### config.mk
export PLATFORM = sky130hd
export DESIGN_NAME = ppe_cfg_regs_flat
export DESIGN_NICKNAME = d
export VERILOG_FILES = /design/src/sv/packed_pixel_palette_expander_defines.svh /design/src/sv/ppe_pkg.sv /design/src/sv/ppe_stream_if.sv /design/src/sv/ppe_cfg_regs.sv /design/src/flat_wrapper.sv
export SDC_FILE = /design/constraint.sdc
export NUM_CORES = 1
export LEC_CHECK = 0
export BUFFER_PORTS_ARGS = -buffer_cell sky130_fd_sc_hd__buf_2
export CAP_MARGIN = 20
export CORE_MARGIN = 3
export CORE_UTILIZATION = 39
export CTS_CLUSTER_SIZE = 40
export DETAILED_ROUTE_END_ITERATION = 6
export PLACE_DENSITY_LB_ADDON = 0.1
export SYNTH_ARGS = -nofsm -noshare
export SYNTH_HDL_FRONTEND = slang
export SYNTH_SLANG_ARGS = --single-unit
export TNS_END_PERCENT = 20
### constraint.sdc
create_clock -name clk -period 1.05 [get_ports clk]
set_input_delay 0.21 -clock clk [delete_from_list [all_inputs] [get_ports clk]]
set_output_delay 0.21 -clock clk [all_outputs]
set_load 0.02 [all_outputs]
### src/sv/packed_pixel_palette_expander_defines.svh
// Assertion macros shared by the palette expander RTL.
`ifndef PACKED_PIXEL_PALETTE_EXPANDER_DEFINES_SVH
`define PACKED_PIXEL_PALETTE_EXPANDER_DEFINES_SVH

// Same-cycle implication, checked out of reset.
`define PPE_ASSERT_NOW(name, ante, cons) \
  name: assert property (@(posedge clk) disable iff (!rst_n) (ante) |-> (cons)) \
    else $error("ppe check failed");

// Next-cycle implication, checked out of reset.
`define PPE_ASSERT_NEXT(name, ante, cons) \
  name: assert property (@(posedge clk) disable iff (!rst_n) (ante) |=> (cons)) \
    else $error("ppe check failed");

`endif

### src/sv/ppe_pkg.sv
// Types, constants and helper functions for the packed pixel palette expander.
package ppe_pkg;

  localparam int unsigned PPE_TABLE_ENTRIES = 256;
  localparam int unsigned PPE_CFG_IDX_W     = 4;
  localparam int unsigned PPE_CFG_DATA_W    = 16;

  // Configuration register indexes
  localparam logic [PPE_CFG_IDX_W-1:0] CFG_SAMPLE_BITS = 4'd0;
  localparam logic [PPE_CFG_IDX_W-1:0] CFG_PALETTE     = 4'd1;
  localparam logic [PPE_CFG_IDX_W-1:0] CFG_INVERT      = 4'd2;
  localparam logic [PPE_CFG_IDX_W-1:0] CFG_ROW_PIXELS  = 4'd3;

  // Input beat opcodes
  localparam logic OP_DATA  = 1'b0;
  localparam logic OP_TABLE = 1'b1;

  // Sample size codes
  localparam logic [1:0] BITS_1 = 2'd0;
  localparam logic [1:0] BITS_2 = 2'd1;
  localparam logic [1:0] BITS_4 = 2'd2;
  localparam logic [1:0] BITS_8 = 2'd3;

  typedef struct packed {
    logic [1:0]  sample_bits_code;
    logic        palette_mode;
    logic        invert_mode;
    logic [15:0] row_pixels;
  } ppe_cfg_t;

  // One sample leaving the unpacker
  typedef struct packed {
    logic       valid;
    logic [7:0] sample;
    logic       last_of_byte;
    logic       end_of_row;
  } ppe_issue_t;

  // Colour table write request
  typedef struct packed {
    logic        en;
    logic [7:0]  index;
    logic [47:0] rgb;
  } ppe_wr_t;

  // floor(x / 257): 65281 / 2^24 overshoots 1/257 by 2^-24 relative,
  // far below the 1/257 gap, so the truncated product is exact.
  function automatic logic [7:0] div257(input logic [15:0] x);
    logic [31:0] prod;
    prod = 32'(x) * 32'd65281;
    return prod[31:24];
  endfunction

endpackage

### src/sv/ppe_stream_if.sv


interface ppe_cfg_if;
  logic                               valid;
  logic                               ready;
  logic [ppe_pkg::PPE_CFG_IDX_W-1:0]  index;
  logic [ppe_pkg::PPE_CFG_DATA_W-1:0] data;

  modport source (output valid, index, data, input ready);
  modport sink   (input valid, index, data, output ready);
endinterface

### src/sv/ppe_cfg_regs.sv
// Configuration register file of the palette expander.
module ppe_cfg_regs (
  input  logic              clk,
  input  logic              rst_n,
  ppe_cfg_if.sink           cfg_ch,
  output ppe_pkg::ppe_cfg_t cfg
);
  import ppe_pkg::*;

  ppe_cfg_t cfg_r;

  assign cfg_ch.ready = 1'b1;
  assign cfg          = cfg_r;

  // Register write decode
  always_ff @(posedge clk) begin
    if (!rst_n) begin
      cfg_r.sample_bits_code <= BITS_8;
      cfg_r.palette_mode     <= 1'b0;
      cfg_r.invert_mode      <= 1'b0;
      cfg_r.row_pixels       <= 16'd1;
    end else if (cfg_ch.valid) begin
      unique case (cfg_ch.index)
        CFG_SAMPLE_BITS: cfg_r.sample_bits_code <= cfg_ch.data[1:0];
        CFG_PALETTE:     cfg_r.palette_mode     <= cfg_ch.data[0];
        CFG_INVERT:      cfg_r.invert_mode      <= cfg_ch.data[0];
        CFG_ROW_PIXELS:  cfg_r.row_pixels       <= cfg_ch.data[15:0];
        default: ;
      endcase
    end
  end

endmodule

### src/flat_wrapper.sv
// flat-port wrapper written by rule: the top's interface ports become plain ports
module ppe_cfg_regs_flat import ppe_pkg::*;
  (clk, rst_n, cfg, cfg_ch_valid, cfg_ch_index, cfg_ch_data, cfg_ch_ready);
  ppe_cfg_if cfg_ch_i ();
  input  logic clk;
  input  logic rst_n;
  output ppe_pkg::ppe_cfg_t cfg;
  input wire logic [$bits(cfg_ch_i.valid)-1:0] cfg_ch_valid;
  input wire logic [$bits(cfg_ch_i.index)-1:0] cfg_ch_index;
  input wire logic [$bits(cfg_ch_i.data)-1:0] cfg_ch_data;
  output wire logic [$bits(cfg_ch_i.ready)-1:0] cfg_ch_ready;
  assign cfg_ch_i.valid = cfg_ch_valid;
  assign cfg_ch_i.index = cfg_ch_index;
  assign cfg_ch_i.data = cfg_ch_data;
  assign cfg_ch_ready = cfg_ch_i.ready;
  ppe_cfg_regs u_core (.clk(clk), .rst_n(rst_n), .cfg_ch(cfg_ch_i), .cfg(cfg));
endmodule
==> Implementation_results.wiki <==
{| class="wikitable"
! Metric !! Value
|-
| Post-synthesis sequential area ratio || 47.1%
|-
| Data arrival time of the critical path || 800 ps
|-
| Overall power after layout || 1.36 mW
|-
| Boundary Pins || 44
|-
| First-pass GRT wire length || 2.45 mm
|-
| Critical path, cell by cell || buf_2
|-
| Synth Register Bits || 20
|-
| Period minus WS final || 1010 ps
|-
| Iteration-0 DRC count of the detailed router || 3
|-
| Crit-path max FO || 2
|-
| Register-to-register path setup slack || 440 ps
|-
| Status || completed
|-
| Die ar. || 0.00278 mm^2
|-
| Synth area leaders || dfxtp_1, mux2i_1, nand2_1
|-
| Number of max-capacitance violations reported || 0
|-
| Fill cell total of the finished layout || 196
|-
| Area of combinational cells with multiple inputs || 395 um^2
|-
| Root buffer cell || clkbuf_4
|-
| Final critical-path share of the clock period || 96.0%
|-
| Number of cells on the worst reg-to-reg path || 2
|-
| Power density over cell area || 1150 mW/mm^2
|-
| Area used by sequential logic in the layout || 407 um^2
|-
| Critical path required time || 840 ps
|-
| H-Tree Level Count || 1
|-
| Final core utilization || 58.4%
|-
| Clock latency on the worst-skew pair || 290 ps
|-
| Maximum clock rate || 992 MHz
|-
| Buffers plus inverters on the worst setup path || 1
|-
| Quantity of I/O buffers inserted on ports || 42
|-
| Clock transition at the registers of the reported paths || 110 ps
|-
| Flip-flop count of the largest register, all copies and words added || 20
|-
| Post-Route Setup TNS || 0 ps
|-
| Top cell types by occurrence after synthesis || nand2_1, dfxtp_1, mux2i_1
|-
| Hold depth || 3
|-
| Number of instances in the synthesized netlist || 92
|-
| Clock Tree Buf Depth || 2
|-
| Final count of hold timing violations || 0
|-
| Vias in the first global route || 579
|-
| Library cell with the highest instance count after synthesis || nand2_1
|-
| Number of optimization iterations in the first detailed-route pass || 3
|-
| Residual overflow from global routing || 0
|-
| Vias per cell || 4.45
|-
| Class of the most critical setup path || reg2out
|-
| Largest delay share family, worst path || flip-flops
|-
| Worst slack at placement || -126 ps
|-
| Dpl hpwl || 1.26 mm
|-
| Post-cts resize count || 0
|-
| Placer congestion estimate || 0.679
|-
| Die Width || 52.7 um
|-
| Initial antenna violation count || 0
|-
| Number of core rows || 16
|-
| Final Worst Setup Slack || 41.9 ps
|-
| Clock tree from TritonCTS || done
|-
| Synthesized net count || 115
|-
| Largest area contributor in the netlist || dfxtp_1
|-
| Postcts setup bufs || 0
|-
| Overall Global Routing Usage || 11.8%
|-
| Count of distinct cell types in the synthesized netlist || 18
|-
| Clock tree sinks || 20
|-
| DR WL/cell || 10.4 um
|-
| Proportion of layout cells with a drive suffix above 1 || 41.9%
|-
| Yosys warning total || 0
|-
| Remaining DRCs || 0
|-
| Placeable core region || 0.00202 mm^2
|-
| Final net count || 160
|-
| Netlist Area Pre-Place || 851 um^2
|-
| Overall die height || 52.7 um
|-
| Worst hold path class || in2reg
|-
| Most common flop cell mapped by yosys || dfxtp_1
|-
| Via Count || 725
|-
| Count of hold buffers inserted by post-cts repair || 0
|-
| Initial Util || 42.1%
|-
| Total clock buffers created by CTS || 3
|-
| Kind of capture point of the worst setup path || primary output
|-
| Final-report setup violation count || 0
|-
| Cell depth of the worst setup path || 1
|-
| Worst voltage drop across the vdd grid || 0.763 mV
|-
| Leakage dissipation || 0.539 nW
|-
| Post-route ant nets || 0
|-
| Worst-case clock skew || 0 ps
|-
| Portion of synthesized cell area occupied by the leading cell type || 47.1%
|-
| Biggest cell delay along the critical path || 350 ps
|-
| Final count of pins violating max slew || 0
|-
| Synth-to-layout area growth || 38.8%
|-
| Proportion of register bits with asynchronous set or reset after synthesis || 0%
|-
| Final Routed Wirelength || 1.70 mm
|-
| Maximum number of pins on one net before global-route repair || 23
|-
| Number of flops mapped to enable cells by yosys || 0
|-
| Cell with the biggest individual delay on the critical path || dfxtp_1
|-
| Kind of start point of the critical path || register
|-
| Number of inserted diodes || 0
|-
| Post-Synthesis Mean Instance Area || 9.25 um^2
|}
-- worst paths after layout --
| check | startpoint | endpoint |
|---|---|---|
| hold / removal | cfg_ch_data[12] | u_core.cfg[12] |
| setup / recovery | u_core.cfg[19] | cfg[19] |
| hold reg to reg | u_core.cfg[16] | u_core.cfg[16] |
| setup reg to reg | u_core.cfg[19] | u_core.cfg[19] |
-- per-stage QoR --
stage	instances	hold slack [ps]	area, um^2
2_1_floorplan	92	352	851
3_3_place_gp	159	439	1110
3_5_place_dp	159	445	1110
4_1_cts	163	143	1140
5_1_grt	163	124	1180
6_report	163	141	1180
-- worst register-to-register path, stage by stage (launching register included) --
cell and delay (ps):
dfxtp_1 350, inv_1 40, o211ai_1 150
-- power by group --
group	total [mW]	internal (mW)	switching (mW)
clock network	0.438	0.211	0.227
logic	0.152	0.0765	0.0758
registers	0.774	0.769	0.00494
total	1.36	1.06	0.308
-- layer usage --
layer / global-route usage [%] / share of wire (%)
met4: 3.83 / 0.59
met2: 18.8 / 48
met1: 15.2 / 45
met5: 0 / 0
met3: 3.42 / 6.6
-- final cells by class --
class | count | share of cell area [%]
Tap cell | 27 | 2.86
Multi-Input combinational cell | 64 | 33.5
Clock buffer | 4 | 3.07
Timing Repair Buffer | 47 | 25.8
Sequential cell | 20 | 34.4
Inverter | 1 | 0.318
-- cells in the final DEF (no fill, tap or decap) --
cell type / Yosys / final
and4b_2: 1 / 1
nor4b_1: 1 / 1
nor2_1: 1 / 1
o211ai_1: 1 / 1
dfxtp_1: 20 / 15
clkbuf_4: 0 / 3
dfxtp_2: 0 / 5
mux2i_1: 19 / 19
nand3b_1: 1 / 1
conb_1: 1 / 1
and2b_1: 1 / 1
buf_2: 2 / 29
and4_1: 1 / 1
inv_1: 1 / 1
buf_4: 1 / 16
clkbuf_8: 0 / 1
nand2_1: 34 / 34
buf_12: 0 / 2
nor2b_1: 3 / 3
-- cells by family after synthesis --
kind of cell	synth area share [%]
and+or+nand+nor	22.8
DFF	47.1
muxes	22.4
buffers and inverters	6.47
AOI/OAI and AO/OA	0.883
other	0.441
Note: power is estimated with default switching activity, not from simulation.
