==> src/sv/packed_pixel_palette_expander_defines.svh <==
// Assertion macros shared by the palette expander RTL.
`ifndef PACKED_PIXEL_PALETTE_EXPANDER_DEFINES_SVH
`define PACKED_PIXEL_PALETTE_EXPANDER_DEFINES_SVH

// Same-cycle implication, checked out of reset.
`define PPE_ASSERT_NOW(name, ante, cons) \
  name: assert property (@(posedge clk) disable iff (!rst_n) (ante) |-> (cons)) \
    else $error("ppe check failed");

// Next-cycle implication, checked out of reset.
`define PPE_ASSERT_NEXT(name, ante, cons) \
  name: assert property (@(posedge clk) disable iff (!rst_n) (ante) |=> (cons)) \
    else $error("ppe check failed");

`endif

==> src/sv/ppe_pkg.sv <==
// Types, constants and helper functions for the packed pixel palette expander.
package ppe_pkg;

  localparam int unsigned PPE_TABLE_ENTRIES = 256;
  localparam int unsigned PPE_CFG_IDX_W     = 4;
  localparam int unsigned PPE_CFG_DATA_W    = 16;

  // Configuration register indexes
  localparam logic [PPE_CFG_IDX_W-1:0] CFG_SAMPLE_BITS = 4'd0;
  localparam logic [PPE_CFG_IDX_W-1:0] CFG_PALETTE     = 4'd1;
  localparam logic [PPE_CFG_IDX_W-1:0] CFG_INVERT      = 4'd2;
  localparam logic [PPE_CFG_IDX_W-1:0] CFG_ROW_PIXELS  = 4'd3;

  // Input beat opcodes
  localparam logic OP_DATA  = 1'b0;
  localparam logic OP_TABLE = 1'b1;

  // Sample size codes
  localparam logic [1:0] BITS_1 = 2'd0;
  localparam logic [1:0] BITS_2 = 2'd1;
  localparam logic [1:0] BITS_4 = 2'd2;
  localparam logic [1:0] BITS_8 = 2'd3;

  typedef struct packed {
    logic [1:0]  sample_bits_code;
    logic        palette_mode;
    logic        invert_mode;
    logic [15:0] row_pixels;
  } ppe_cfg_t;

  // One sample leaving the unpacker
  typedef struct packed {
    logic       valid;
    logic [7:0] sample;
    logic       last_of_byte;
    logic       end_of_row;
  } ppe_issue_t;

  // Colour table write request
  typedef struct packed {
    logic        en;
    logic [7:0]  index;
    logic [47:0] rgb;
  } ppe_wr_t;

  // floor(x / 257): 65281 / 2^24 overshoots 1/257 by 2^-24 relative,
  // far below the 1/257 gap, so the truncated product is exact.
  function automatic logic [7:0] div257(input logic [15:0] x);
    logic [31:0] prod;
    prod = 32'(x) * 32'd65281;
    return prod[31:24];
  endfunction

endpackage

==> src/sv/ppe_stream_if.sv <==


interface ppe_out_if;
  logic       valid;
  logic       ready;
  logic [7:0] pixel_red_or_gray;
  logic [7:0] pixel_green;
  logic [7:0] pixel_blue;
  logic       last_of_byte;
  logic       end_of_row;

  modport source (output valid, pixel_red_or_gray, pixel_green, pixel_blue, last_of_byte,
                  end_of_row, input ready);
  modport sink   (input valid, pixel_red_or_gray, pixel_green, pixel_blue, last_of_byte,
                  end_of_row, output ready);
endinterface


==> src/sv/ppe_out_stage.sv <==
// Read stage and output register: colour scaling, gray scaling and result beat.
module ppe_out_stage (
  input  logic                clk,
  input  logic                rst_n,
  input  ppe_pkg::ppe_issue_t issue,
  input  ppe_pkg::ppe_cfg_t   cfg,
  input  logic [47:0]         rgb,
  output logic                adv,
  ppe_out_if.source           out_ch
);
  import ppe_pkg::*;

  logic       vb_r;
  logic [7:0] sb_r;
  logic       lob_b_r;
  logic       eor_b_r;
  logic       out_valid_r;
  logic [7:0] red_r;
  logic [7:0] green_r;
  logic [7:0] blue_r;
  logic       lob_r;
  logic       eor_r;

  logic       en_c;
  logic [7:0] gray;
  logic [7:0] red_nxt;
  logic [7:0] green_nxt;
  logic [7:0] blue_nxt;

  assign en_c = !out_valid_r || out_ch.ready;
  assign adv  = !vb_r || en_c;

  // b*255/max is exact bit replication for 1, 2, 4 and 8 bit samples
  always_comb begin
    unique case (cfg.sample_bits_code)
      BITS_1:  gray = {8{sb_r[0]}};
      BITS_2:  gray = {4{sb_r[1:0]}};
      BITS_4:  gray = {2{sb_r[3:0]}};
      default: gray = sb_r;
    endcase
    if (cfg.palette_mode) begin
      red_nxt   = div257(rgb[47:32]);
      green_nxt = div257(rgb[31:16]);
      blue_nxt  = div257(rgb[15:0]);
    end else begin
      red_nxt   = cfg.invert_mode ? ~gray : gray;
      green_nxt = 8'd0;
      blue_nxt  = 8'd0;
    end
  end

  // Valid bits
  always_ff @(posedge clk) begin
    if (!rst_n) begin
      vb_r        <= 1'b0;
      out_valid_r <= 1'b0;
    end else begin
      if (adv) begin
        vb_r <= issue.valid;
      end
      if (en_c) begin
        out_valid_r <= vb_r;
      end
    end
  end

  // Stage payloads
  always_ff @(posedge clk) begin
    if (adv) begin
      sb_r    <= issue.sample;
      lob_b_r <= issue.last_of_byte;
      eor_b_r <= issue.end_of_row;
    end
    if (en_c) begin
      red_r   <= red_nxt;
      green_r <= green_nxt;
      blue_r  <= blue_nxt;
      lob_r   <= lob_b_r;
      eor_r   <= eor_b_r;
    end
  end

  assign out_ch.valid             = out_valid_r;
  assign out_ch.pixel_red_or_gray = red_r;
  assign out_ch.pixel_green       = green_r;
  assign out_ch.pixel_blue        = blue_r;
  assign out_ch.last_of_byte      = lob_r;
  assign out_ch.end_of_row        = eor_r;

endmodule

==> src/flat_wrapper.sv <==
// flat-port wrapper written by rule: the top's interface ports become plain ports
module ppe_out_stage_flat import ppe_pkg::*;
  (clk, rst_n, issue, cfg, rgb, adv, out_ch_valid, out_ch_pixel_red_or_gray, out_ch_pixel_green, out_ch_pixel_blue, out_ch_last_of_byte, out_ch_end_of_row, out_ch_ready);
  ppe_out_if out_ch_i ();
  input  logic clk;
  input  logic rst_n;
  input  ppe_pkg::ppe_issue_t issue;
  input  ppe_pkg::ppe_cfg_t cfg;
  input  logic [47:0] rgb;
  output logic adv;
  output wire logic [$bits(out_ch_i.valid)-1:0] out_ch_valid;
  output wire logic [$bits(out_ch_i.pixel_red_or_gray)-1:0] out_ch_pixel_red_or_gray;
  output wire logic [$bits(out_ch_i.pixel_green)-1:0] out_ch_pixel_green;
  output wire logic [$bits(out_ch_i.pixel_blue)-1:0] out_ch_pixel_blue;
  output wire logic [$bits(out_ch_i.last_of_byte)-1:0] out_ch_last_of_byte;
  output wire logic [$bits(out_ch_i.end_of_row)-1:0] out_ch_end_of_row;
  input wire logic [$bits(out_ch_i.ready)-1:0] out_ch_ready;
  assign out_ch_valid = out_ch_i.valid;
  assign out_ch_pixel_red_or_gray = out_ch_i.pixel_red_or_gray;
  assign out_ch_pixel_green = out_ch_i.pixel_green;
  assign out_ch_pixel_blue = out_ch_i.pixel_blue;
  assign out_ch_last_of_byte = out_ch_i.last_of_byte;
  assign out_ch_end_of_row = out_ch_i.end_of_row;
  assign out_ch_i.ready = out_ch_ready;
  ppe_out_stage u_core (.clk(clk), .rst_n(rst_n), .issue(issue), .cfg(cfg), .rgb(rgb), .adv(adv), .out_ch(out_ch_i));
endmodule
==> config.mk <==
export PLATFORM = sky130hd
export DESIGN_NAME = ppe_out_stage_flat
export DESIGN_NICKNAME = d
export VERILOG_FILES = /design/src/sv/packed_pixel_palette_expander_defines.svh /design/src/sv/ppe_pkg.sv /design/src/sv/ppe_stream_if.sv /design/src/sv/ppe_out_stage.sv /design/src/flat_wrapper.sv
export SDC_FILE = /design/constraint.sdc
export NUM_CORES = 1
export LEC_CHECK = 0
export BUFFER_PORTS_ARGS = -buffer_cell sky130_fd_sc_hd__buf_2
export CAP_MARGIN = 0
export CORE_AREA = 2 2 177 197
export DETAILED_ROUTE_END_ITERATION = 10
export DIE_AREA = 0 0 179 199
export SETUP_SLACK_MARGIN = 0.1
export SKIP_LAST_GASP = 1
export SYNTH_ARGS = -nofsm -noshare
export SYNTH_HDL_FRONTEND = slang
export SYNTH_SLANG_ARGS = --single-unit
==> constraint.sdc <==
create_clock -name clk -period 7.1 [get_ports clk]
set_input_delay 0.355 -clock clk [delete_from_list [all_inputs] [get_ports clk]]
set_output_delay 0.355 -clock clk [all_outputs]
set_load 0.05 [all_outputs]
==> impl_results.md, run 1 <==
* Status: finished, final reports clean
* Io pins at 110
* Chip Height at 199 µm
* Post-CTS sizing at 0
* Slew HR at 57.6%
* HP Class: primary input to register
* Longest Clk Path Bufs at 2
* Synth top area share at 38.0%
* Vias in the first global route at 8358
* Clk pin slew, worst setup/hold paths at 0.06 ns
* Yosys reg bits at 38
* Clk sinks at 38
* Slew Viols, Final at 0
* Cts bufs inserted at 5
* Setup CP Type: primary input to register
* Most frequent cells in the layout: ha_1 (282), inv_1 (275), fa_1 (221), buf_2 (93), edfxtp_1 (36)
* Ys async rst share at 0%
* Nets at 1738
* Seq/Total Area, Yosys at 9.62%
* Mapped Cells at 1059
* Routed vias at 7273
* Period minus WS final at 5.38 ns
* Number of flops mapped to enable cells by yosys at 36
* First-pass GRT wire length at 39500 µm
* Total track usage at 13.8%
* Remaining Overflow, GRT at 0
* # DRC at 0
* Critical path arrival at 5.41 ns
* Core area at 33700 µm²
* Critical Path Start Type: primary input
* Die width at 179 µm
* Largest area contributor in the netlist: fa_1
* Worst-Skew Late Latency at 0.28 ns
* Crit Path Max Fanout at 6
* Final core area utilization at 38.1%
* Syn_nets at 1644
* Final period util at 75.7%
* CTS tree: yes
* CTS root buf: clkbuf_16
* Max H-tree Level at 2
* Commonest non-fill, non-tap cell in the layout: ha_1
* Cell Area, Synth at 11700 µm²
* Max-cap viol count at 0
* IO Port Bufs at 93
* DR WL/cell at 13.7 µm
* Num rows at 71
* Top cells by area, synth: fa_1 (38%), ha_1 (30%), edfxtp_1 (9.3%), inv_1 (8.9%), xnor2_1 (1.7%)
* Final antenna-violating net count at 0
* Required @ worst endpoint at 7.13 ns
* CTS Hold Bufs at 0
* Post-DP HPWL at 20300 µm
* Starting Density at 34.6%
* Mean Syn Cell Area at 11.0 µm²
* CP endpoint kind: register
* Total die area at 35600 µm²
* Setup TNS at 0 ns
* Clock Skew at 0.00766 ns
* Area grow syn2layout at 10.2%
* Initial antenna violation count at 0
* Setup-failing EPs final at 0
* Fillers at 3269
* Antenna cell count at 0
* Final hold violation count at 0
* Unrepaired setup endpoints after global routing: false
* DR vias/cell at 4.57
* Yosys warning total at 0
* Largest net degree at the start of global routing at 27
* 1st-pass router iterations at 4
* Routed WL at 21800 µm
* Hold Slack at 0.243 ns
* Synth cell types at 53
* Fmax at 186 MHz
* Worst reg2reg setup slack at 5.31 ns
* Postcts setup bufs at 0
* GP Congestion at 0.815
* Ys flop type: edfxtp_1
* First DRT Iteration DRCs at 142
* Worst Tran Pin Value at 0.632 ns
* Layout cells sized above 1 at 9.97%
==> stage by stage <==
stage / instances / cell area (µm²) / setup WS, ns
2_1_floorplan: 1059 / 11700 / 1.92
3_3_place_gp: 1584 / 12600 / 1.41
3_5_place_dp: 1584 / 12600 / 1.39
4_1_cts: 1592 / 12800 / 1.68
5_1_grt: 1592 / 12800 / 1.36
6_report: 1592 / 12800 / 1.72
==> synth_stat cells (7+ instances only) <==
cell type and count:
edfxtp_1 36, o21ai_0 14, fa_1 221, nand2_1 26, mux2i_1 7, ha_1 282
inv_1 275, a21o_1 9, clkbuf_1 7, nor2_1 27, xnor2_1 22, xor2_1 13
nand4_1 7, a21oi_1 28, nand3_1 11, nor3_1 9
==> final timing paths <==
kind             startpoint                                  to  cells past startpoint
max                 rgb[41]  u_core.out_ch.pixel_red_or_gray[7]                     19
min                issue[8]                      u_core.sb_r[6]                      1
max reg2reg  u_core.sb_r[0]  u_core.out_ch.pixel_red_or_gray[7]                      6
min reg2reg  u_core.lob_b_r          u_core.out_ch.last_of_byte                      0
==> state kept, by name, indices dropped and copies added, names as in the netlist <==
register                         count
u_core.eor_b_r                       1
u_core.lob_b_r                       1
u_core.out_ch.end_of_row             1
u_core.out_ch.last_of_byte           1
u_core.out_ch.pixel_blue             8
u_core.out_ch.pixel_green            8
u_core.out_ch.pixel_red_or_gray      8
u_core.out_ch.valid                  1
u_core.sb_r                          8
u_core.vb_r                          1
==> layer usage <==
| layer | vias up | global-route usage, % | share of wire, % |
|---|---|---|---|
| li1 | 3596 | - | - |
| met1 | 3584 | 16.8 | 42 |
| met2 | 78 | 26.3 | 54 |
| met3 | 15 | 1.72 | 3.2 |
| met4 | 0 | 1.96 | 0.95 |
| met5 | - | 0 | 0 |
==> kinds of logic after synthesis <==
kind of cell | count (synthesis) | share of synthesized area [%]
compound gates | 86 | 5.15
xor+xnor | 35 | 2.63
fa+ha+maj | 503 | 68.2
buf+inv | 283 | 9.12
flops | 38 | 9.62
mux | 9 | 0.827
simple gates | 105 | 4.41
==> cell type report <==
cell class / instances / area, µm² / area share, %
Multi-Input combinational cell: 738 / 9470 / 73.7
Sequential cell: 38 / 1120 / 8.73
Inverter: 276 / 1040 / 8.07
Tap cell: 438 / 548 / 4.27
Timing Repair Buffer: 94 / 473 / 3.68
Clock buffer: 5 / 125 / 0.974
Clock inverter: 3 / 68.8 / 0.536
==> worst max-delay path: stages <==
cell       delay (ns)
buf_2            0.16
fa_1             0.61
inv_1            0.08
fa_1             0.53
inv_1            0.05
fa_1             0.53
inv_1            0.06
fa_1             0.53
inv_1            0.04
ha_1             0.29
ha_1             0.29
ha_1             0.31
nand4_1          0.15
nor2_1           0.07
a211oi_1         0.34
o2111ai_2        0.26
a31oi_2          0.29
nor3_1           0.08
or3_1            0.37
Power of run 1 is not shown: default switching activity piles up to over one toggle a cycle in this logic, so the estimate is an artifact.
==> inputs of run 2 (changes only) <==
clock period = 5.6 ns   (was 7.1 ns; I/O delays follow)
==> impl_results.md, run 2 (same netlist as run 1, synthesis figures left out) <==
* Core area at 33700 µm² (unchanged)
* Final period util at 92.6%
* Total die area at 35600 µm² (unchanged)
* Area grow syn2layout at 12.0%
* First DRT Iteration DRCs at 145 (+2.1%)
* Worst Tran Pin Value at 0.651 ns (+0.0191 ns)
* Clock Skew at 0.0102 ns (+0.00253 ns)
* Slew Viols, Final at 0 (unchanged)
* Vias in the first global route at 8336 (-0.26%)
* Longest Clk Path Bufs at 2 (unchanged)
* CP endpoint kind: register
* Hold path start: issue[8]
* Layout cells sized above 1 at 12.2% (+2.2 points)
* Comb power frac at 88.5%
* Commonest non-fill, non-tap cell in the layout: ha_1
* Largest net degree at the start of global routing at 27 (unchanged)
* Worst-Skew Late Latency at 0.29 ns (about the same)
* VDD IR max at 0.572 mV
* First-pass GRT wire length at 39600 µm (+0.47%)
* Chip Height at 199 µm (unchanged)
* Fin worst setup slack at 0.413 ns (-1.31 ns)
* # DRC at 0 (unchanged)
* Unrepaired setup endpoints after global routing: false
* Max H-tree Level at 2 (unchanged)
* DR WL/cell at 13.7 µm (about the same)
* Post-DP HPWL at 20700 µm (+2.0%)
* PwrDens at 599 nW/µm²
* Register area at 1120 µm² (unchanged)
* Crit Path Max Fanout at 4 (-2)
* DR vias/cell at 4.54 (-0.59%)
* Status: finished, final reports clean
* Sw Ratio at 51.6%
* Setup-failing EPs final at 0 (unchanged)
* Multi-input logic area at 9480 µm² (+0.11%)
* Required @ worst endpoint at 5.64 ns (-1.49 ns)
* Nets at 1765 (+1.6%)
* Critical path arrival at 5.23 ns (-0.18 ns)
* Sw power at 4.03 mW
* Static Leak at 6.91 nW
* Hold Slack at 0.167 ns (-0.0759 ns)
* Worst Setup SP: rgb[17]
* Clk pin slew, worst setup/hold paths at 0.06 ns (about the same)
* R2R Path Start: u_core.sb_r[0]
* IO Port Bufs at 93 (unchanged)
* Fillers at 3264 (-0.15%)
* Die width at 179 µm (unchanged)
* 1st-pass router iterations at 6 (+2)
* Fmax at 193 MHz
* Total track usage at 13.9% (+0.15 points)
* Cts bufs inserted at 5 (unchanged)
* Place WS at 0.0748 ns (-1.32 ns)
* Seq pwr share at 6.7%
* Slew HR at 56.3% (-1.3 points)
* CTS tree: yes
* Io pins at 110 (unchanged)
* HP Class: primary input to register
* Initial antenna violation count at 0 (unchanged)
* Max-cap viol count at 0 (unchanged)
* Clk sinks at 38 (unchanged)
* Starting Density at 34.6% (unchanged)
* Final hold violation count at 0 (unchanged)
* Routed vias at 7353 (+1.1%)
* Pint at 3.78 mW
* Routed WL at 22200 µm (+1.6%)
* Setup CP Type: primary input to register
* Setup TNS at 0 ns (unchanged)
* CTS root buf: clkbuf_16
* Critical Path Start Type: primary input
* Clock Power Share at 4.8%
* GP Congestion at 0.819 (+0.39%)
* Num rows at 71 (unchanged)
* Remaining Overflow, GRT at 0 (unchanged)
* Period minus WS final at 5.19 ns
* Final core area utilization at 38.8% (+0.63 points)
* Antenna cell count at 0 (unchanged)
* Final antenna-violating net count at 0 (unchanged)
* Most frequent cells in the layout: ha_1 (282), inv_1 (275), fa_1 (220), buf_2 (93), edfxtp_1 (36)
run 2: final cells by class:
type / instances / share of cell area, %
inverters: 276 / 7.94
flip-flops and latches: 38 / 8.59
repair buffers: 121 / 5.18
clock inverters: 3 / 0.527
multi-input cells: 738 / 72.6
clock buffers: 5 / 0.958
well taps: 438 / 4.20
run 2: timing repair:
action	CTS	global route
resized for setup	0	2
hold buffers	0	0
endpoints found under the setup margin	0	1
setup buffers	0	1
run 2: power by group through the flow:
stage / sequential [mW] / clock (mW) / combinational [mW]
2_1_floorplan: 0.816 / 0 / 5.00
3_3_place_gp: 0.535 / 0 / 6.88
3_5_place_dp: 0.534 / 0 / 6.99
4_1_cts: 0.531 / 0.386 / 7.07
5_1_grt: 0.537 / 0.398 / 8.15
6_report: 0.527 / 0.375 / 6.91
run 2: worst paths after layout:
| path | end | slack (ns) | depth (start not counted) |
|---|---|---|---|
| max | u_core.out_ch.pixel_green[7] | 0.41 | 17 |
| max reg2reg | u_core.out_ch.pixel_red_or_gray[7] | 3.80 | 6 |
| min reg2reg | u_core.out_ch.last_of_byte | 0.42 | 0 |
| min | u_core.sb_r[6] | 0.17 | 1 |
run 2: worst max-delay path, cell delays in order:
cell     delay [ns]
buf_2          0.15
fa_1           0.50
inv_1          0.11
fa_1           0.43
fa_1           0.55
inv_1          0.05
fa_1           0.50
fa_1           0.43
ha_1           0.28
ha_1           0.29
a22oi_1        0.18
nand2_1        0.11
o31ai_2        0.43
a21oi_2        0.16
o31ai_4        0.26
a32o_1         0.22
mux2_4         0.30
run 2: per-layer routing:
layer  wire length, µm  vias up  global-route usage [%]
met1              9410     3604                    17.2
met3               678       18                    1.74
li1                  -     3653                       -
met5                 0        -                       0
met4               215        0                    2.29
met2             11900       78                    26.1
run 2: metrics by stage:
step | cell area (µm²) | power [mW] | instances
6_report | 13100 | 7.81 | 1619
5_1_grt | 13100 | 9.09 | 1619
4_1_cts | 13000 | 7.99 | 1618
3_5_place_dp | 12800 | 7.52 | 1610
3_3_place_gp | 12800 | 7.41 | 1610
2_1_floorplan | 11700 | 5.82 | 1059
Note: power is estimated with default switching activity, not from simulation.
