[config.mk]
export PLATFORM = sky130hd
export DESIGN_NAME = ppe_unpack_flat
export DESIGN_NICKNAME = d
export VERILOG_FILES = /design/src/sv/ppe_pkg.sv /design/src/sv/ppe_stream_if.sv /design/src/sv/ppe_unpack.sv /design/src/flat_wrapper.sv
export VERILOG_INCLUDE_DIRS = /design/src /design/src/sv
export SDC_FILE = /design/constraint.sdc
export NUM_CORES = 1
export LEC_CHECK = 0
export BUFFER_PORTS_ARGS = -buffer_cell sky130_fd_sc_hd__buf_2
export CORE_ASPECT_RATIO = 0.6
export CORE_MARGIN = 2
export CORE_UTILIZATION = 45
export CTS_CLUSTER_SIZE = 24
export DETAILED_ROUTE_END_ITERATION = 6
export GPL_ROUTABILITY_DRIVEN = 0
export PLACE_DENSITY = 0.8
export SYNTH_ARGS = -nofsm -noshare
export SYNTH_HDL_FRONTEND = slang
export SYNTH_SLANG_ARGS = --single-unit
[constraint.sdc]
create_clock -name clk -period 8.7 [get_ports clk]
set_input_delay 1.74 -clock clk [delete_from_list [all_inputs] [get_ports clk]]
set_output_delay 1.74 -clock clk [all_outputs]
set_load 0.02 [all_outputs]
[src/sv/packed_pixel_palette_expander_defines.svh]
// Assertion macros shared by the palette expander RTL.
`ifndef PACKED_PIXEL_PALETTE_EXPANDER_DEFINES_SVH
`define PACKED_PIXEL_PALETTE_EXPANDER_DEFINES_SVH

// Same-cycle implication, checked out of reset.
`define PPE_ASSERT_NOW(name, ante, cons) \
  name: assert property (@(posedge clk) disable iff (!rst_n) (ante) |-> (cons)) \
    else $error("ppe check failed");

// Next-cycle implication, checked out of reset.
`define PPE_ASSERT_NEXT(name, ante, cons) \
  name: assert property (@(posedge clk) disable iff (!rst_n) (ante) |=> (cons)) \
    else $error("ppe check failed");

`endif

[src/sv/ppe_pkg.sv]
// Types, constants and helper functions for the packed pixel palette expander.
package ppe_pkg;

  localparam int unsigned PPE_TABLE_ENTRIES = 256;
  localparam int unsigned PPE_CFG_IDX_W     = 4;
  localparam int unsigned PPE_CFG_DATA_W    = 16;

  // Configuration register indexes
  localparam logic [PPE_CFG_IDX_W-1:0] CFG_SAMPLE_BITS = 4'd0;
  localparam logic [PPE_CFG_IDX_W-1:0] CFG_PALETTE     = 4'd1;
  localparam logic [PPE_CFG_IDX_W-1:0] CFG_INVERT      = 4'd2;
  localparam logic [PPE_CFG_IDX_W-1:0] CFG_ROW_PIXELS  = 4'd3;

  // Input beat opcodes
  localparam logic OP_DATA  = 1'b0;
  localparam logic OP_TABLE = 1'b1;

  // Sample size codes
  localparam logic [1:0] BITS_1 = 2'd0;
  localparam logic [1:0] BITS_2 = 2'd1;
  localparam logic [1:0] BITS_4 = 2'd2;
  localparam logic [1:0] BITS_8 = 2'd3;

  typedef struct packed {
    logic [1:0]  sample_bits_code;
    logic        palette_mode;
    logic        invert_mode;
    logic [15:0] row_pixels;
  } ppe_cfg_t;

  // One sample leaving the unpacker
  typedef struct packed {
    logic       valid;
    logic [7:0] sample;
    logic       last_of_byte;
    logic       end_of_row;
  } ppe_issue_t;

  // Colour table write request
  typedef struct packed {
    logic        en;
    logic [7:0]  index;
    logic [47:0] rgb;
  } ppe_wr_t;

  // floor(x / 257): 65281 / 2^24 overshoots 1/257 by 2^-24 relative,
  // far below the 1/257 gap, so the truncated product is exact.
  function automatic logic [7:0] div257(input logic [15:0] x);
    logic [31:0] prod;
    prod = 32'(x) * 32'd65281;
    return prod[31:24];
  endfunction

endpackage

[src/sv/ppe_stream_if.sv]
// Channel interfaces: input items, output pixels and configuration writes.
interface ppe_in_if;
  logic        valid;
  logic        ready;
  logic        op;
  logic [7:0]  data_byte;
  logic [7:0]  table_index;
  logic [15:0] table_red;
  logic [15:0] table_green;
  logic [15:0] table_blue;

  modport source (output valid, op, data_byte, table_index, table_red, table_green,
                  table_blue, input ready);
  modport sink   (input valid, op, data_byte, table_index, table_red, table_green,
                  table_blue, output ready);
endinterface


[src/sv/ppe_unpack.sv]
// Byte unpacker: holds one input beat and issues its samples one per cycle while the output stage advances.
`include "packed_pixel_palette_expander_defines.svh"

module ppe_unpack (
  input  logic                clk,
  input  logic                rst_n,
  ppe_in_if.sink              in_ch,
  input  ppe_pkg::ppe_cfg_t   cfg,
  input  logic                adv,
  output ppe_pkg::ppe_issue_t issue,
  output ppe_pkg::ppe_wr_t    wr
);
  import ppe_pkg::*;

  logic        busy_r;
  logic        is_wr_r;
  logic [7:0]  shreg_r;
  logic [2:0]  k_r;
  logic [15:0] pos_r;
  logic [7:0]  widx_r;
  logic [47:0] wrgb_r;

  logic [15:0] width;
  logic [15:0] pos_eff;
  logic [16:0] pos_inc;
  logic        row_end;
  logic        k_last;
  logic [3:0]  nbits;
  logic [7:0]  sample;
  logic        step;
  logic        done;
  logic        in_fire;

  // Row position: a width of zero acts as one, a stale position restarts the row
  always_comb begin
    width   = (cfg.row_pixels == 16'd0) ? 16'd1 : cfg.row_pixels;
    pos_eff = (pos_r >= width) ? 16'd0 : pos_r;
    pos_inc = {1'b0, pos_eff} + 17'd1;
    row_end = (pos_inc == {1'b0, width});
    k_last  = (k_r == (3'd7 >> cfg.sample_bits_code));
    nbits   = 4'd1 << cfg.sample_bits_code;
  end

  // Current sample sits in the top bits of the shift register
  always_comb begin
    unique case (cfg.sample_bits_code)
      BITS_1:  sample = {7'd0, shreg_r[7]};
      BITS_2:  sample = {6'd0, shreg_r[7:6]};
      BITS_4:  sample = {4'd0, shreg_r[7:4]};
      default: sample = shreg_r;
    endcase
  end

  assign issue.valid        = busy_r && !is_wr_r;
  assign issue.sample       = sample;
  assign issue.last_of_byte = k_last || row_end;
  assign issue.end_of_row   = row_end;

  assign wr.en    = busy_r && is_wr_r;
  assign wr.index = widx_r;
  assign wr.rgb   = wrgb_r;

  // Beat hand-off: a table write retires in the cycle it is held, a data byte on its last sample
  assign step        = issue.valid && adv;
  assign done        = wr.en || (step && issue.last_of_byte);
  assign in_ch.ready = !busy_r || done;
  assign in_fire     = in_ch.valid && in_ch.ready;

  // Control state
  always_ff @(posedge clk) begin
    if (!rst_n) begin
      busy_r <= 1'b0;
      pos_r  <= 16'd0;
    end else begin
      if (in_fire) begin
        busy_r <= 1'b1;
      end else if (done) begin
        busy_r <= 1'b0;
      end
      if (step) begin
        pos_r <= row_end ? 16'd0 : pos_inc[15:0];
      end
    end
  end

  // Beat payload
  always_ff @(posedge clk) begin
    if (in_fire) begin
      is_wr_r <= (in_ch.op == OP_TABLE);
      shreg_r <= in_ch.data_byte;
      k_r     <= 3'd0;
      widx_r  <= in_ch.table_index;
      wrgb_r  <= {in_ch.table_red, in_ch.table_green, in_ch.table_blue};
    end else if (step) begin
      shreg_r <= 8'(shreg_r << nbits);
      k_r     <= k_r + 3'd1;
    end
  end

  `PPE_ASSERT_NOW(a_eor_ends_byte, issue.valid && issue.end_of_row, issue.last_of_byte)
  `PPE_ASSERT_NOW(a_one_access, wr.en, !issue.valid)
  `PPE_ASSERT_NEXT(a_retire, done && !in_fire, !busy_r)
  `PPE_ASSERT_NEXT(a_pos_in_row, step, pos_r < width)

endmodule

[src/flat_wrapper.sv]
// flat-port wrapper written by rule: the top's interface ports become plain ports
module ppe_unpack_flat import ppe_pkg::*;
  (clk, rst_n, cfg, adv, issue, wr, in_ch_valid, in_ch_op, in_ch_data_byte, in_ch_table_index, in_ch_table_red, in_ch_table_green, in_ch_table_blue, in_ch_ready);
  ppe_in_if in_ch_i ();
  input  logic clk;
  input  logic rst_n;
  input  ppe_pkg::ppe_cfg_t cfg;
  input  logic adv;
  output ppe_pkg::ppe_issue_t issue;
  output ppe_pkg::ppe_wr_t wr;
  input wire logic [$bits(in_ch_i.valid)-1:0] in_ch_valid;
  input wire logic [$bits(in_ch_i.op)-1:0] in_ch_op;
  input wire logic [$bits(in_ch_i.data_byte)-1:0] in_ch_data_byte;
  input wire logic [$bits(in_ch_i.table_index)-1:0] in_ch_table_index;
  input wire logic [$bits(in_ch_i.table_red)-1:0] in_ch_table_red;
  input wire logic [$bits(in_ch_i.table_green)-1:0] in_ch_table_green;
  input wire logic [$bits(in_ch_i.table_blue)-1:0] in_ch_table_blue;
  output wire logic [$bits(in_ch_i.ready)-1:0] in_ch_ready;
  assign in_ch_i.valid = in_ch_valid;
  assign in_ch_i.op = in_ch_op;
  assign in_ch_i.data_byte = in_ch_data_byte;
  assign in_ch_i.table_index = in_ch_table_index;
  assign in_ch_i.table_red = in_ch_table_red;
  assign in_ch_i.table_green = in_ch_table_green;
  assign in_ch_i.table_blue = in_ch_table_blue;
  assign in_ch_ready = in_ch_i.ready;
  ppe_unpack u_core (.clk(clk), .rst_n(rst_n), .in_ch(in_ch_i), .cfg(cfg), .adv(adv), .issue(issue), .wr(wr));
endmodule
==> results of run 1 <==
==> per-stage QoR <==
stage	util	worst slack, ns	total power (W)	area, µm²
after floorplan	-	1.02	0.000563	4880
after global placement	0.543	0.631	0.000616	5730
after detailed placement	0.543	0.482	0.000622	5730
after CTS	0.575	0.477	0.00105	6070
after global routing	0.575	0.0219	0.00108	6070
final	0.575	0.305	0.00105	6070
==> power breakdown <==
part           switching [W]  internal (W)
Sequential        0.00000992      0.000465
Combinational      0.0000874     0.0000526
Clock               0.000151      0.000279
Total               0.000248      0.000797
==> path summary, 6_finish.rpt <==
check | to | slack (ns) | depth (start not counted)
max | issue[0] | 0.31 | 21
max reg2reg | u_core.wrgb_r[33] | 3.04 | 18
min | u_core.k_r[1] | 0.49 | 2
min reg2reg | u_core.k_r[1] | 0.49 | 2
==> cells in the mapped netlist (all sizes together), types with 10 or more instances <==
cell	instances	share of area
buf	12	0.018
ha	22	0.056
a21oi	20	0.021
nor4	11	0.017
nand3	28	0.030
mux2	10	0.023
inv	33	0.025
dfxtp	20	0.082
nor2	28	0.022
a211oi	10	0.016
nand4	19	0.027
o21ai	19	0.019
xnor2	16	0.029
edfxtp	65	0.40
nand2	37	0.030
clkbuf	11	0.0092
==> final cells by class <==
cell class                      count  area [µm²]  share of cell area
Multi-Input combinational cell    322        2250               0.371
Clock buffer                        9         225              0.0371
Tap cell                          139         174              0.0287
Inverter                           33         124              0.0204
Timing Repair Buffer              161         833               0.137
Sequential cell                    85        2350               0.388
Clock inverter                      6         111              0.0183
==> state kept, by name (all words and copies together), names as in the netlist <==
name	cells
u_core.shreg_r	8
u_core.busy_r	1
u_core.wrgb_r	48
u_core.k_r	3
u_core.pos_r	16
u_core.is_wr_r	1
u_core.widx_r	8
==> logic make-up (layout without fill, tap and decap cells) <==
| group | Yosys count | in the layout | share of synthesized area |
|---|---|---|---|
| flops | 85 | 85 | 0.482 |
| fa+ha+maj | 22 | 22 | 0.0564 |
| mux | 16 | 16 | 0.0354 |
| buf+inv | 58 | 209 | 0.0574 |
| xor+xnor | 21 | 21 | 0.0377 |
| compound gates | 99 | 99 | 0.148 |
| simple gates | 164 | 164 | 0.183 |
==> worst max-delay path: cells and delay by family <==
| family | cells | cell delay (ns) |
|---|---|---|
| AOI/OAI and AO/OA | 6 | 1.68 |
| buffers and inverters | 5 | 0.74 |
| xor gates and xnor gates | 2 | 0.59 |
| and+or+nand+nor | 6 | 1.24 |
| adders and majority gates | 2 | 0.64 |
==> per-layer routing <==
metal  global-route usage  vias to the layer above  wire, µm
met5                    0                        -         0
met4               0.0492                        0       131
met3               0.0753                       17      1520
met2                0.343                      245      6110
met1                0.339                     2101      6090
li1                     -                     2056         -
==> metrics.txt, run 1 <==
Crit path largest cell delay=0.47 ns; commonest non-fill, non-tap cell in the layout=buf_2; max cap viols=0; final worst-path cycle share=0.965; DR iter-0 viols=419; crit path max-delay cell type=xnor2_1; Critical Path Source=cfg[5]; via count=around 4,400; Port Buffers=155; R2R Path Start=u_core.pos_r[0]; drt first pass iters=5; Setup crit start kind=input pin; root buffer cell=clkbuf_16; setup TNS=0 ns; first-pass GRT wire length=~22,000 µm; sequential share of the synthesized area=0.482; DR DRC count=0; Slew HR=0.534; Fillers=approximately 900; Hold Startpoint=u_core.k_r[1]; Final min period=8.39 ns; Synth async-reset ratio=0; clk buf depth=2; Die W=138 µm; most frequent cells in the layout=buf_2 (155), edfxtp_1 (65), nand2_1 (35), inv_1 (33); Syn Inst Count=465; outcome=finished clean; Synth Register Bits=85; dpl hpwl=10,600 µm; final hold slack=0.488 ns; area of the core=0.0106 mm²; TritonCTS Buffers=9; die area=about 0.012 mm²; Reg clk slew, reported paths=0.06 ns; worst hold path type=register to register; vias per inst=5.85; CP Data Required Time=a little under 7 ns; VDD IR max=~0.11 mV; unrepaired setup endpoints after global routing=false; CTS tree=done; Layout area overhead=24.3%; Starting Density=0.462; CP cell instances=buf_2 > nor4_1 > a41oi_1 > inv_1 > ha_1 > nand2b_4 > a2111oi_4 > o32a_4 > nand2_4 > nor2_1 > ha_1 > nand3_1 > xnor2_1 > xnor2_1 > o31ai_1 > a32oi_1 > a2111oi_4 > nand3_2 > buf_4 > inv_1 > buf_2; wire per inst=18.3 µm; Max Fanout on Critical Path=15; top_reg_cell synth=edfxtp_1; Yosys Warn Count=0; Syn Area/Cell=10.5 µm²; max frequency=approximately 120 MHz; dpl cells=740; initial antenna violation count=0; vias in the first global route=4,157; CTS H-Tree Depth=3; layout cells sized above 1=0.321; Final Instance Count excl. Fillers=755; Setup crit end kind=output port; skew final=0.00713 ns; CTS hold repair buffers=0; ANT nets after route=0; WS Path Type=input pin to output port; fin nets=around 720; worst-skew pair later-pin latency=0.33 ns; CP arrival=6.65 ns; CTS Sinks=85; Setup Buffers After CTS=0; Total Routing Usage GR=0.233; cts repair resizes=0; antenna cell count=0; leakage power=2.50 nW; Netlist cell types=70; final wirelength=between 10,000 and 15,000 µm; Hold Fails Final Rpt=0; Std-Cell Rows=29; Post-synth EDFFs=65; Final Setup Violations=0; die height=84.7 µm; cell area power density=~170 mW/mm²; Synth Cell Area=slightly below 0.005 mm²; Final Max Tran Viols=0; GR Overflow Total=0; # IOs=158; actual slew at the worst max-slew pin=between 0.6 and 0.7 ns; largest net degree at the start of global routing=48; Syn Nets=576
Power figures use the tool's default switching activity.
==> run 2: changes to the inputs <==
--- a/config.mk
+++ b/config.mk
@@ -8,12 +8,12 @@
 export LEC_CHECK = 0
 export BUFFER_PORTS_ARGS = -buffer_cell sky130_fd_sc_hd__buf_2
 export CORE_ASPECT_RATIO = 0.6
-export CORE_MARGIN = 2
+export CORE_MARGIN = 3
 export CORE_UTILIZATION = 45
 export CTS_CLUSTER_SIZE = 24
 export DETAILED_ROUTE_END_ITERATION = 6
 export GPL_ROUTABILITY_DRIVEN = 0
-export PLACE_DENSITY = 0.8
+export PLACE_DENSITY = 0.77
 export SYNTH_ARGS = -nofsm -noshare
 export SYNTH_HDL_FRONTEND = slang
 export SYNTH_SLANG_ARGS = --single-unit
==> run 2 against run 1 <==
Compared with the run above:
- critical path depth unchanged
- non-clock buffer count unchanged
- via count increased by 0.59%
- core utilization grew 1.8 points
- clock skew increased by 0.00072 ns
- sequential power barely moved
- setup slack gained 0.22 ns
- worst hold slack better by 0.0027 ns
- critical endpoint is now in_ch_ready
- largest power group unchanged
- highest routed layer unchanged
==> metrics.txt, run 2 (synthesis results as in run 1) <==
met3 GRT Util=0.0832; Hold Fails Final Rpt=0; outcome=finished clean; hold path cells=2; Final Max Tran Viols=0; max cap viols=0; r2r worst-path depth=18; worst setup path endpoint=in_ch_ready; area of the core=between 0.01 and 0.015 mm²; final hold slack=0.491 ns; Std-Cell Rows=28; Crit path depth=21; worst-skew pair later-pin latency=0.34 ns; die height=around 87 µm; biggest regs=u_core.wrgb_r: 48 flops, u_core.pos_r: 16 flops; initial antenna violation count=0; first-pass GRT wire length=approximately 22,000 µm; DR iter-0 viols=428; layout cells sized above 1=0.326; Crit path largest cell delay=between 0.4 and 0.5 ns; met2 usage=0.328; DR DRC count=0; R2R Path Start=u_core.pos_r[0]; drt first pass iters=5; Slew HR=0.528; final instance area=between 0.006 and 0.007 mm²; met1 Track Usage GR=0.328; via count=4,445; Worst R2R Setup Slack=3.09 ns; Critical Path Source=cfg[5]; multi-input logic area=0.00226 mm²; Bufs and invs on worst path=3; vias per inst=5.91; leakage power=2.49 nW; Layout area overhead=23.8%; Top reg by flops=u_core.wrgb_r; wire per inst=around 19 µm; Max Fanout on Critical Path=9; ANT nets after route=0; root buffer cell=clkbuf_16; clk buf depth=2; TritonCTS Buffers=9; R2R Path End=u_core.wrgb_r[28]; Starting Density=0.479; Final Util=0.593; vias in the first global route=4,188; number of flip-flops in the largest register=48; Port Buffers=155; VDD IR max=0.111 mV; Final min period=8.18 ns; worst hold path type=register to register; antenna cell count=0; setup TNS=0 ns; commonest non-fill, non-tap cell in the layout=buf_2; busiest layer in global routing=met1; Fillers=854; CP cell instances=buf_2 > nor4_2 > a41oi_1 > inv_1 > ha_1 > nand2b_4 > a2111oi_4 > o32a_4 > nand2_4 > nor2_1 > ha_1 > nand3_1 > xnor2_2 > or4_1 > o31ai_1 > a32oi_1 > a2111oi_4 > nand3_2 > nand2_1 > a21bo_2 > buf_2; Total Routing Usage GR=0.228; most frequent cells in the layout=buf_2 (155), edfxtp_1 (65), nand2_1 (35), inv_1 (33); largest net degree at the start of global routing=51; Largest delay share family, worst path=simple AND/OR/NAND/NOR gates; unrepaired setup endpoints after global routing=false; final wirelength=roughly 14,000 µm; Setup Buffers After CTS=0; CTS hold repair buffers=0; crit path max-delay cell type=or4_1; Setup crit start kind=input pin; max frequency=around 120 MHz; fin nets=slightly above 700; final worst-path cycle share=0.940; actual slew at the worst max-slew pin=0.707 ns; GR Overflow Total=0; Die W=~140 µm; CTS Sinks=85; cell area power density=166 mW/mm²; storage element area=0.00235 mm²; Final Setup Violations=0; die area=0.0122 mm²; CTS H-Tree Depth=3; CP Data Required Time=6.96 ns; skew final=0.00786 ns; dpl hpwl=11,100 µm; cts repair resizes=0; Setup crit end kind=output port; # IOs=between 150 and 200; Reg clk slew, reported paths=0.06 ns; WS Path Type=input pin to output port; placed cell areas=0.00573 mm²; CTS tree=done; CP arrival=6.44 ns
## run 2: cell count changes in the layout (fill, tap and decap cells not counted)
cell        change
xnor2_1         -1
nor4_1          -1
clkbuf_1        +1
inv_6           +1
bufinv_16       -2
nor4_2          +1
clkinvlp_4      +2
clkinv_1        -1
xnor2_2         +1
## run 2: stage by stage
step / setup WS [ns] / power, W / cells
floorplan: 1.02 / 0.000563 / 465
global placement: 0.541 / 0.000617 / 736
detailed placement: 0.409 / 0.000623 / 736
CTS: 0.394 / 0.00101 / 752
global route: 0.119 / 0.00104 / 752
finish: 0.524 / 0.00100 / 752
## run 2: worst reg2reg max path, stage by stage, from the launching register on
cell and delay [ns]:
dfxtp_1 0.54, inv_1 0.25, ha_1 0.34, nand2b_4 0.15
a2111oi_4 0.38, o32a_4 0.26, nand2_4 0.13, nor2_1 0.14
ha_1 0.40, nand3_1 0.22, xnor2_2 0.25, or4_1 0.44
o31ai_1 0.10, a32oi_1 0.14, a2111oi_4 0.42, buf_4 0.23
nand4_2 0.14, nand2_2 0.40, buf_12 0.32
## run 2: worst min-delay path by stage
stage                  start            end  slack (ns)
4_1_cts        u_core.k_r[1]  u_core.k_r[1]        0.49
2_1_floorplan  u_core.k_r[1]  u_core.k_r[1]        0.46
3_3_place_gp   u_core.k_r[1]  u_core.k_r[1]        0.47
5_1_grt        u_core.k_r[1]  u_core.k_r[1]        0.53
3_5_place_dp   u_core.k_r[1]  u_core.k_r[1]        0.48
6_report       u_core.k_r[1]  u_core.k_r[1]        0.49
## run 2: report_power, final
part / switching, W / total, W / internal [W]
combinational: 0.0000880 / 0.000141 / 0.0000526
clock: 0.000159 / 0.000384 / 0.000225
sequential: 0.0000106 / 0.000476 / 0.000465
total: 0.000258 / 0.00100 / 0.000743
## run 2: area by class of cell
| type | instances | share of cell area |
|---|---|---|
| clock inverters | 6 | 0.0118 |
| inverters | 33 | 0.0205 |
| clock buffers | 10 | 0.0379 |
| well taps | 135 | 0.0280 |
| multi-input cells | 322 | 0.375 |
| repair buffers | 161 | 0.138 |
| flip-flops and latches | 85 | 0.389 |
## run 2: per-layer routing
layer / up-vias / part of all wire
met5: - / 0
met4: 0 / 0.013
met3: 28 / 0.12
met2: 268 / 0.44
met1: 2096 / 0.43
li1: 2053 / -
==> run 3: changes to the inputs <==
--- a/config.mk
+++ b/config.mk
@@ -6,7 +6,8 @@
 export SDC_FILE = /design/constraint.sdc
 export NUM_CORES = 1
 export LEC_CHECK = 0
-export BUFFER_PORTS_ARGS = -buffer_cell sky130_fd_sc_hd__buf_2
+export BUFFER_PORTS_ARGS = -buffer_cell sky130_fd_sc_hd__clkbuf_2
+export CAP_MARGIN = 20
 export CORE_ASPECT_RATIO = 0.6
 export CORE_MARGIN = 3
 export CORE_UTILIZATION = 45
@@ -14,6 +15,7 @@
 export DETAILED_ROUTE_END_ITERATION = 6
 export GPL_ROUTABILITY_DRIVEN = 0
 export PLACE_DENSITY = 0.77
+export RECOVER_POWER = 25
 export SYNTH_ARGS = -nofsm -noshare
 export SYNTH_HDL_FRONTEND = slang
 export SYNTH_SLANG_ARGS = --single-unit
==> run 3 against run 2 <==
Compared with the run above:
- sequential power about the same
- non-clock buffer count did not move
- clock power fell by 7.6%
- critical path depth unchanged
- flip-flop and latch count did not move
- clock skew down 0.00086 ns
- global-route usage is 0.19 points higher
- final cell count unchanged
- critical path type unchanged
- largest power group unchanged
==> metrics.txt, run 3 (synthesis results as in run 1) <==
final wirelength=14,500 µm; vias in the first global route=4,142; CTS Sinks=85; Reg clk slew, reported paths=0.06 ns; actual slew at the worst max-slew pin=0.718 ns; WS Path Type=input pin to output port; vias per inst=5.89; via count=roughly 4,400; Bufs and invs on worst path=5; worst hold path type=register to register; final worst-path cycle share=0.966; DR iter-0 viols=483; logic gate share of total power=0.145; Port Buffers=155; layout cells sized above 1=0.327; CTS H-Tree Depth=3; Starting Density=0.479; max cap viols=0; setup TNS=0 ns; # IOs=158; Setup crit end kind=output port; leakage power=2.50 nW; ANT nets after route=0; max frequency=119 MHz; Crit path largest cell delay=0.49 ns; VDD IR max=around 0.10 mV; Slew HR=0.520; CTS tree=done; Fillers=883; root buffer cell=clkbuf_16; crit path max-delay cell type=nor4_1; Top reg by flops=u_core.wrgb_r; Final Max Tran Viols=0; fin nets=723; Max Fanout on Critical Path=15; die area=0.0122 mm²; dpl hpwl=11,200 µm; biggest regs=u_core.wrgb_r: 48 flops, u_core.pos_r: 16 flops; Sw Share=0.268; Setup Buffers After CTS=0; number of flip-flops in the largest register=48; Clock Power Share=0.365; drt first pass iters=5; unrepaired setup endpoints after global routing=false; Final Setup Violations=0; cell area power density=161 mW/mm²; DR DRC count=0; dpl cells=736; Setup crit start kind=input pin; clk buf depth=2; skew final=0.00699 ns; Layout area overhead=23.2%; Final Instance Count excl. Fillers=752; area of the core=0.0102 mm²; wire per inst=approximately 19 µm; commonest non-fill, non-tap cell in the layout=clkbuf_2; CP arrival=6.66 ns; die height=between 80 and 90 µm; GR Overflow Total=0; Cell Int Power=0.000711 W; Die W=140 µm; initial antenna violation count=0; Hold Fails Final Rpt=0; first-pass GRT wire length=21,800 µm; most frequent cells in the layout=clkbuf_2 (155), edfxtp_1 (65), nand2_1 (35), inv_1 (33), nand3_1 (27); CP Data Required Time=6.96 ns; Total Routing Usage GR=0.230; Std-Cell Rows=28; Final min period=8.40 ns; Largest delay share family, worst path=simple AND/OR/NAND/NOR gates; worst-skew pair later-pin latency=0.34 ns; largest net degree at the start of global routing=50; Pwr Total=approximately 0.00097 W; P_sw=0.000260 W; antenna cell count=0; outcome=finished clean; CP cell instances=clkbuf_2 > nor4_1 > a41oi_1 > inv_1 > ha_1 > nand2b_4 > a2111oi_4 > o32a_4 > nand2_4 > nor2_1 > ha_1 > nand3_1 > xnor2_2 > or4_1 > o31ai_1 > a32oi_1 > a2111oi_4 > nand3_2 > buf_4 > inv_1 > clkbuf_2; TritonCTS Buffers=9; Reg power frac=0.490
## run 3: routing by layer
metal  GRT usage  up-vias  routed length (µm)
li1            -     2055                   -
met1       0.335     2074                6360
met2       0.325      275                6210
met3      0.0888       24                1760
met4      0.0510        0                 148
met5           0        -                   0
## run 3: stage by stage
step / area, µm² / utilization / setup WS (ns) / hold WS [ns]
5_1_grt: 6010 / 0.590 / 0.0292 / 0.545
3_5_place_dp: 5730 / 0.562 / 0.470 / 0.500
2_1_floorplan: 4880 / - / 1.02 / 0.465
4_1_cts: 6000 / 0.589 / 0.455 / 0.509
3_3_place_gp: 5730 / 0.562 / 0.536 / 0.474
6_report: 6010 / 0.590 / 0.300 / 0.504
## run 3: cell type report
type / count / area [µm²] / share of cell area
sequential: 85 / 2350 / 0.391
multi-input combinational: 322 / 2260 / 0.376
timing repair buffer: 161 / 833 / 0.139
clock buffer: 9 / 225 / 0.0374
tap: 135 / 169 / 0.0281
inverter: 33 / 124 / 0.0206
clock inverter: 7 / 51.3 / 0.00853
## run 3: worst register-to-register path, stage by stage (launching register included)
cell       delay [ns]
dfxtp_1          0.54
inv_1            0.26
ha_1             0.35
nand2b_4         0.15
a2111oi_4        0.38
o32a_4           0.26
nand2_4          0.13
nor2_1           0.14
ha_1             0.42
nand3_1          0.23
xnor2_2          0.25
or4_1            0.43
o31ai_1          0.09
a32oi_1          0.14
a2111oi_4        0.43
buf_4            0.24
nand4_2          0.14
nand2_2          0.42
buf_12           0.34
## run 3: what timing repair did
item / CTS / global route
hold buffers: 0 / 0
setup endpoints to repair: 0 / 2
gates resized for setup: 0 / 2
## run 3: worst paths after layout
path                    from                 to  slack [ns]  depth (start not counted)
min            u_core.k_r[1]      u_core.k_r[1]        0.50                          2
max reg2reg  u_core.pos_r[0]  u_core.wrgb_r[39]        3.00                         18
max                   cfg[5]           issue[0]        0.30                         21
min reg2reg    u_core.k_r[1]      u_core.k_r[1]        0.50                          2
## run 3: power by group through the flow
stage / Clock, W / Sequential, W / Combinational [W]
floorplan: 0 / 0.000504 / 0.0000596
global placement: 0 / 0.000483 / 0.000135
detailed placement: 0 / 0.000484 / 0.000139
CTS: 0.000359 / 0.000476 / 0.000140
global route: 0.000381 / 0.000478 / 0.000150
finish: 0.000355 / 0.000476 / 0.000141
